<file path="config.mk">
export PLATFORM = sky130hd
export DESIGN_NAME = irea_ctrl
export DESIGN_NICKNAME = d
export VERILOG_FILES = /design/src/design/irea_pkg.sv /design/src/design/irea_ctrl.sv
export SDC_FILE = /design/constraint.sdc
export NUM_CORES = 1
export LEC_CHECK = 0
export ABC_AREA = 1
export BUFFER_PORTS_ARGS = -buffer_cell sky130_fd_sc_hd__buf_4
export CAP_MARGIN = 5
export CORE_AREA = 2 2 39 41
export CTS_BUF_LIST = sky130_fd_sc_hd__clkbuf_16
export CTS_CLUSTER_SIZE = 12
export DETAILED_ROUTE_END_ITERATION = 10
export DIE_AREA = 0 0 41 43
export PLACE_DENSITY = 0.75
export SKIP_CTS_REPAIR_TIMING = 1
export SYNTH_ARGS = -nofsm -noshare
export SYNTH_HDL_FRONTEND = slang
export SYNTH_SLANG_ARGS = --single-unit
export TNS_END_PERCENT = 20
</file>
<file path="constraint.sdc">
create_clock -name i_clk -period 2.4 [get_ports i_clk]
set_clock_uncertainty 0.05 [all_clocks]
set_input_delay 0.48 -clock i_clk [delete_from_list [all_inputs] [get_ports i_clk]]
set_output_delay 0.48 -clock i_clk [all_outputs]
set_load 0.02 [all_outputs]
</file>
<file path="src/design/irea_pkg.sv">
// Shared types and constants for the interval-rated energy accumulator.
// Used by the controller, the datapath and the top level. No dependencies.
package irea_pkg;

    typedef enum logic [1:0] {
        MODE_LOAD   = 2'd0,
        MODE_READ   = 2'd1,
        MODE_FINISH = 2'd2,
        MODE_NONE   = 2'd3
    } t_mode;

    localparam logic CFG_WINDOW_START = 1'b0;
    localparam logic CFG_WINDOW_END   = 1'b1;

    typedef enum logic [3:0] {
        ST_IDLE,
        ST_LOAD,
        ST_CHECK,
        ST_HIT_RD,
        ST_HIT_CMP,
        ST_SCAN_RD,
        ST_SCAN_CMP,
        ST_MUL,
        ST_ACC,
        ST_DIV,
        ST_DIV_WAIT,
        ST_REPORT,
        ST_OUT
    } t_state;

    // Commands from the controller to the datapath.
    typedef struct packed {
        logic load;       // write the interval table
        logic check;      // evaluate reading pre-conditions
        logic rd_hit;     // read table at last hit
        logic rd_scan;    // read table at scan index
        logic scan_clr;   // reset scan index
        logic scan_inc;   // advance scan index
        logic set_hit;    // last hit takes scan index
        logic mul;        // form products
        logic acc;        // add products into sums
        logic reject;     // count a rejected row
        logic move_prev;  // previous time takes reading time
        logic div_start;  // start both divisions
        logic report;     // build the result item
        logic clear;      // clear the run
    } t_cmd;

    // Status from the datapath to the controller.
    typedef struct packed {
        logic rej_time;   // time field missing
        logic ignore;     // zero time or outside the window
        logic prev_only;  // no previous time or non-positive gap
        logic rej_field;  // energy or temperature missing
        logic hit_ok;     // last hit indexes a loaded entry
        logic match;      // table entry read covers the reading time
        logic scan_end;   // scan index has reached the loaded count
        logic div_done;   // both divisions finished
    } t_status;

endpackage

</file>
<file path="src/design/irea_ctrl.sv">
// Controller state machine of the interval-rated energy accumulator.
// Depends on irea_pkg for the state, command and status types.
module irea_ctrl (
    input  logic              i_clk,
    input  logic              i_rst_n,
    input  logic              i_in_valid,
    input  logic [1:0]        i_mode,
    output logic              o_in_ready,
    input  logic              i_out_ready,
    output logic              o_out_valid,
    input  irea_pkg::t_status i_status,
    output irea_pkg::t_cmd    o_cmd
);
    irea_pkg::t_state r_state, n_state;
    logic             w_take;

    assign o_in_ready = (r_state == irea_pkg::ST_IDLE);
    assign w_take     = i_in_valid && o_in_ready;

    always_ff @(posedge i_clk) begin
        if (!i_rst_n) r_state <= irea_pkg::ST_IDLE;
        else          r_state <= n_state;
    end

    always_comb begin
        n_state     = r_state;
        o_cmd       = '0;
        o_out_valid = 1'b0;
        case (r_state)
            irea_pkg::ST_IDLE: begin
                if (w_take) begin
                    case (i_mode)
                        irea_pkg::MODE_LOAD:   n_state = irea_pkg::ST_LOAD;
                        irea_pkg::MODE_READ:   n_state = irea_pkg::ST_CHECK;
                        irea_pkg::MODE_FINISH: n_state = irea_pkg::ST_DIV;
                        default:               n_state = irea_pkg::ST_IDLE;
                    endcase
                end
            end
            irea_pkg::ST_LOAD: begin
                o_cmd.load = 1'b1;
                n_state    = irea_pkg::ST_IDLE;
            end
            irea_pkg::ST_CHECK: begin
                o_cmd.check = 1'b1;
                if (i_status.rej_time) begin
                    o_cmd.reject = 1'b1;
                    n_state      = irea_pkg::ST_IDLE;
                end else if (i_status.ignore) begin
                    n_state = irea_pkg::ST_IDLE;
                end else if (i_status.prev_only) begin
                    o_cmd.move_prev = 1'b1;
                    n_state         = irea_pkg::ST_IDLE;
                end else if (i_status.rej_field) begin
                    o_cmd.reject    = 1'b1;
                    o_cmd.move_prev = 1'b1;
                    n_state         = irea_pkg::ST_IDLE;
                end else if (i_status.hit_ok) begin
                    o_cmd.rd_hit = 1'b1;
                    n_state      = irea_pkg::ST_HIT_RD;
                end else begin
                    o_cmd.scan_clr = 1'b1;
                    n_state        = irea_pkg::ST_SCAN_RD;
                end
            end
            irea_pkg::ST_HIT_RD: n_state = irea_pkg::ST_HIT_CMP;
            irea_pkg::ST_HIT_CMP: begin
                if (i_status.match) begin
                    n_state = irea_pkg::ST_MUL;
                end else begin
                    o_cmd.scan_clr = 1'b1;
                    n_state        = irea_pkg::ST_SCAN_RD;
                end
            end
            irea_pkg::ST_SCAN_RD: begin
                if (i_status.scan_end) begin
                    o_cmd.reject    = 1'b1;
                    o_cmd.move_prev = 1'b1;
                    n_state         = irea_pkg::ST_IDLE;
                end else begin
                    o_cmd.rd_scan = 1'b1;
                    n_state       = irea_pkg::ST_SCAN_CMP;
                end
            end
            irea_pkg::ST_SCAN_CMP: begin
                if (i_status.match) begin
                    o_cmd.set_hit = 1'b1;
                    n_state       = irea_pkg::ST_MUL;
                end else begin
                    o_cmd.scan_inc = 1'b1;
                    n_state        = irea_pkg::ST_SCAN_RD;
                end
            end
            irea_pkg::ST_MUL: begin
                o_cmd.mul = 1'b1;
                n_state   = irea_pkg::ST_ACC;
            end
            irea_pkg::ST_ACC: begin
                o_cmd.acc       = 1'b1;
                o_cmd.move_prev = 1'b1;
                n_state         = irea_pkg::ST_IDLE;
            end
            irea_pkg::ST_DIV: begin
                o_cmd.div_start = 1'b1;
                n_state         = irea_pkg::ST_DIV_WAIT;
            end
            irea_pkg::ST_DIV_WAIT: begin
                if (i_status.div_done) n_state = irea_pkg::ST_REPORT;
            end
            irea_pkg::ST_REPORT: begin
                o_cmd.report = 1'b1;
                o_cmd.clear  = 1'b1;
                n_state      = irea_pkg::ST_OUT;
            end
            irea_pkg::ST_OUT: begin
                o_out_valid = 1'b1;
                if (i_out_ready) n_state = irea_pkg::ST_IDLE;
            end
            default: n_state = irea_pkg::ST_IDLE;
        endcase
    end

    // A result item is only offered after a finish request.
    a_out_after_report: assert property (@(posedge i_clk) disable iff (!i_rst_n)
        $rose(o_out_valid) |-> $past(o_cmd.report))
        else $error("result offered without report");
    a_no_take_busy: assert property (@(posedge i_clk) disable iff (!i_rst_n)
        o_out_valid |-> !o_in_ready)
        else $error("input ready while result pending");
    a_acc_after_mul: assert property (@(posedge i_clk) disable iff (!i_rst_n)
        o_cmd.acc |-> $past(o_cmd.mul))
        else $error("accumulate without product");
endmodule

</file>
---- Word level (Yosys, flattened, before mapping) ----
Cells that the tools add are included.
word-level totals
  word-level logic and storage cells ...... 67
  register bits ........................... 4
cells by class
  reductions and logical operators ........ 5
  eq/ne operators ......................... 17
  multiplexer cells ....................... 44
operators by type and width
  kind                count
  $pmux 4 s10         1
  $mux 4              7
  $mux 1              23
  $eq 4x4->1 const B  5
  $eq 4x3->1 const B  4
  $mux 2              7
  $pmux 4 s3          1
  $eq 4x2->1 const B  2
  $mux 3              2
  $eq 4x1->1 const B  1
  $logic_not 4->1     1
  $ne 2x2->1 const B  2
  $pmux 1 s2          2
  $pmux 1 s3          1
  $reduce_and 3->1    1
  $eq 2x1->1 const B  1
  $eq 2x2->1 const B  1
  $logic_not 2->1     1
  $ne 2x1->1 const B  1
  $reduce_or 2->1     1
  $logic_and 1x1->1   1

---- Depth between registers and ports, before layout ----
  depth after elaboration ................. 6
  gate-level depth with buffers ........... 8
  gate-level depth less buffers ........... 8

---- Worst setup path before layout ----
No wires, ideal clock.
  path type ............................... register to output
  start point ............................. reg r_state[2]
  end point ............................... out o_cmd[9] (netlist bit)
  required time ........................... 1870 ps
  slack ................................... 703 ps
  arrival ................................. 1167 ps
  path buffers ............................ 0
  cell stages (with the launch flop) ...... 7
  cell sequence ........................... dfxtp_1 inv_2 nand2_4 nor2_4 nand3_2 or2_1 o31ai_1
RTL lines
  element                 RTL line         source
  from (decl)             irea_ctrl.sv:14  irea_pkg::t_state r_state, n_state;
  from (signal assigned)  irea_ctrl.sv:21  if (!i_rst_n) r_state <= irea_pkg::ST_IDLE;
  from (signal assigned)  irea_ctrl.sv:22  else r_state <= n_state;
  to (decl)               irea_ctrl.sv:12  output irea_pkg::t_cmd o_cmd

==> metrics.md <==
| Metric | Value |
|---|---|
| Status | `complete, no violations` |
| Max Root-Sink Buffers | `2` |
| Largest net degree at the start of global routing | `9` |
| Placeable Area | `approximately 1400 sq um` |
| Fill cells | `155` |
| Later-pin clock latency in the skew report | `0.22 ns` |
| DRC | `0` |
| Initial antenna violation count | `0` |
| Total power | `423.4 uW` |
| Crit path max fanout | `5` |
| P&R area growth vs syn | `67.22%` |
| Avg WL per Cell | `10.18 microns` |
| WP data required | `between 1.5 and 2 ns` |
| Reg clk slew, reported paths | `approximately 0.030 ns` |
| Min-delay worst type | `in -> reg` |
| Critical Path, Cell by Cell | `nand2_2 -> nor2_4 -> nand3_2 -> or2_1 -> o31ai_1 -> buf_4` |
| Number of global-route vias before repair | `588` |
| RSZ-0062 raised after global routing | `false` |
| Crit path kind | `reg -> out` |
| DP HPWL | `1.148 mm` |
| Port Buffers | `29` |
| Grt met2 use | `between 30% and 40%` |
| Die width | `41 microns` |
| Pleak | `about 0.43 nW` |
| Family with the most delay on the worst path | `simple AND/OR/NAND/NOR gates` |
| Placed Area | `between 600 and 700 sq um` |
| Final Cycle Share | `83.78%` |
| # diodes | `0` |
| CTS tree | `built` |
| Max FFs per register | `4` |
| Fin cells | `about 130` |
| GRT Total Usage | `17.75%` |
| Largest Register | `r_state` |
| WP buf/inv | `1` |
| Number of DRC markers in iteration 0 | `12` |
| DR pass1 iterations | `4` |
| Area of the mapped netlist | `about 450 sq um` |
| First-pass GRT wire length | `about 2.1 mm` |
| Top cells by area, synth | `dfxtp_1, nor2_1, nand2_1` |
| Top-area cell type share of the netlist area | `17.63%` |
| Syn Nets | `98` |
| Min cycle time layout | `2.011 ns` |
| Syn Area/Cell | `around 5.4 sq um` |
| Setup TNS | `0 ns` |
| Relative slew margins | `between 80% and 90%` |
| M1 GR Usage | `18.27%` |
| # IOs | `30` |
| Commonest non-fill, non-tap cells in the layout | `buf_4, nor2_1, nand2_1` |
| Final Hold Vio Count | `0` |
| Antenna Nets Post-Route | `0` |
| Num rows | `14` |
| Crit. End Element | `output port` |
| Gate Count Post-Synth | `84` |
| Vias/cell | `between 4 and 5` |
| Final Max Tran Viols | `0` |
| CP Launch Type | `flip-flop` |
| Pwr dens | `557.5 nW/um^2` |
| Root buffer cell | `clkbuf_16` |
| Synthesis Warnings | `0` |
| Register area share after synthesis | `around 18%` |
| Post-synth cell types | `21` |
| DP Cell Count | `between 100 and 150` |
| Top Registers | `r_state: 4 flops` |
| Setup-failing EPs final | `0` |
| Commonest non-fill, non-tap cell in the layout | `buf_4` |
| Layout cell share with drive strength beyond 1 | `a little over a third` |
| Max-cap violations | `0` |
| Fin area | `about 760 sq um` |
| Post-Route WL | `approximately 1.3 mm` |
| Clock sink count | `4` |
| Total gr overflow | `0` |
| Highest clock rate | `between 400 and 500 MHz` |
| Slew @ Worst Pin | `0.2549 ns` |
| Die Area | `roughly 1800 sq um` |
| VDD IR-drop max | `0.4837 mV` |
| Via Count | `roughly 630` |
| H-tree depth | `1` |
| Layout Utilization | `54.88%` |
| Cts bufs inserted | `3` |
| Initial core utilization | `approximately a third` |
| Crit path DAT | `approximately 1.5 ns` |
| Met3 usage | `4.712%` |
| Dominant cell type by area after synthesis | `dfxtp_1` |
| Die height | `43 microns` |
| Placer congestion estimate | `0.8320` |
| Fin nets | `about 130` |
| Critical Path Max Stage Delay | `roughly 0.4 ns` |
| Gr busiest metal | `met2` |
| Critical path's slowest cell | `dfxtp_1` |
| #FFs+latches synth | `4` |
worst min-delay path: stages:
cell     delay, ns
buf_4         0.08
nand2_1       0.05
inv_1         0.04
stage by stage:
| stage | hold slack [ns] | worst slack (ns) |
|---|---|---|
| after global placement | 0.6239 | 0.5167 |
| after detailed placement | 0.6343 | 0.4764 |
| final | 0.4043 | 0.3892 |
| after floorplan | 0.5276 | 0.7025 |
| after global routing | 0.4283 | 0.2523 |
| after CTS | 0.4051 | 0.3893 |
where the power goes:
part | total [mW] | switching [mW] | internal (mW)
Clock | 0.259 | 0.0460 | 0.213
Sequential | 0.0746 | 0.00414 | 0.0704
Combinational | 0.0901 | 0.0517 | 0.0384
final cells by class:
class,count,area [sq um],share of cell area (%)
sequential,4,80.08,10.54
inverter,15,56.30,7.414
tap,16,20.02,2.636
multi-input combinational,64,310.3,40.86
timing repair buffer,29,217.7,28.67
clock buffer,3,75.07,9.885
synthesized netlist by cell type, drive strengths merged:
cell      n
nor2     22
nand2    19
inv      15
nand3     8
dfxtp     4
a21oi     3
nor3      3
nand4     2
o21ai     2
buf       1
nand3b    1
o2111ai   1
o221ai    1
o31ai     1
or2       1
layer usage:
| metal | vias to the layer above | routed length (microns) |
|---|---|---|
| li1 | 331 | - |
| met1 | 272 | 550 |
| met2 | 28 | 651 |
| met3 | 2 | 107 |
| met4 | 0 | 23 |
| met5 | - | 0 |
cell families after synthesis:
logic type | synth area share, %
simple gates | 57.30
compound gates | 11.02
buf+inv | 14.05
flops | 17.63
final timing paths:
path	from	end	slack, ns	depth (start not counted)
setup reg to reg	r_state[3]	r_state[3]	1.05	7
setup / recovery	r_state[1]	o_cmd[9]	0.39	6
hold reg to reg	r_state[2]	r_state[2]	0.69	4
hold / removal	i_rst_n	r_state[2]	0.40	3
No activity file was read; power rests on OpenSTA's default activity.
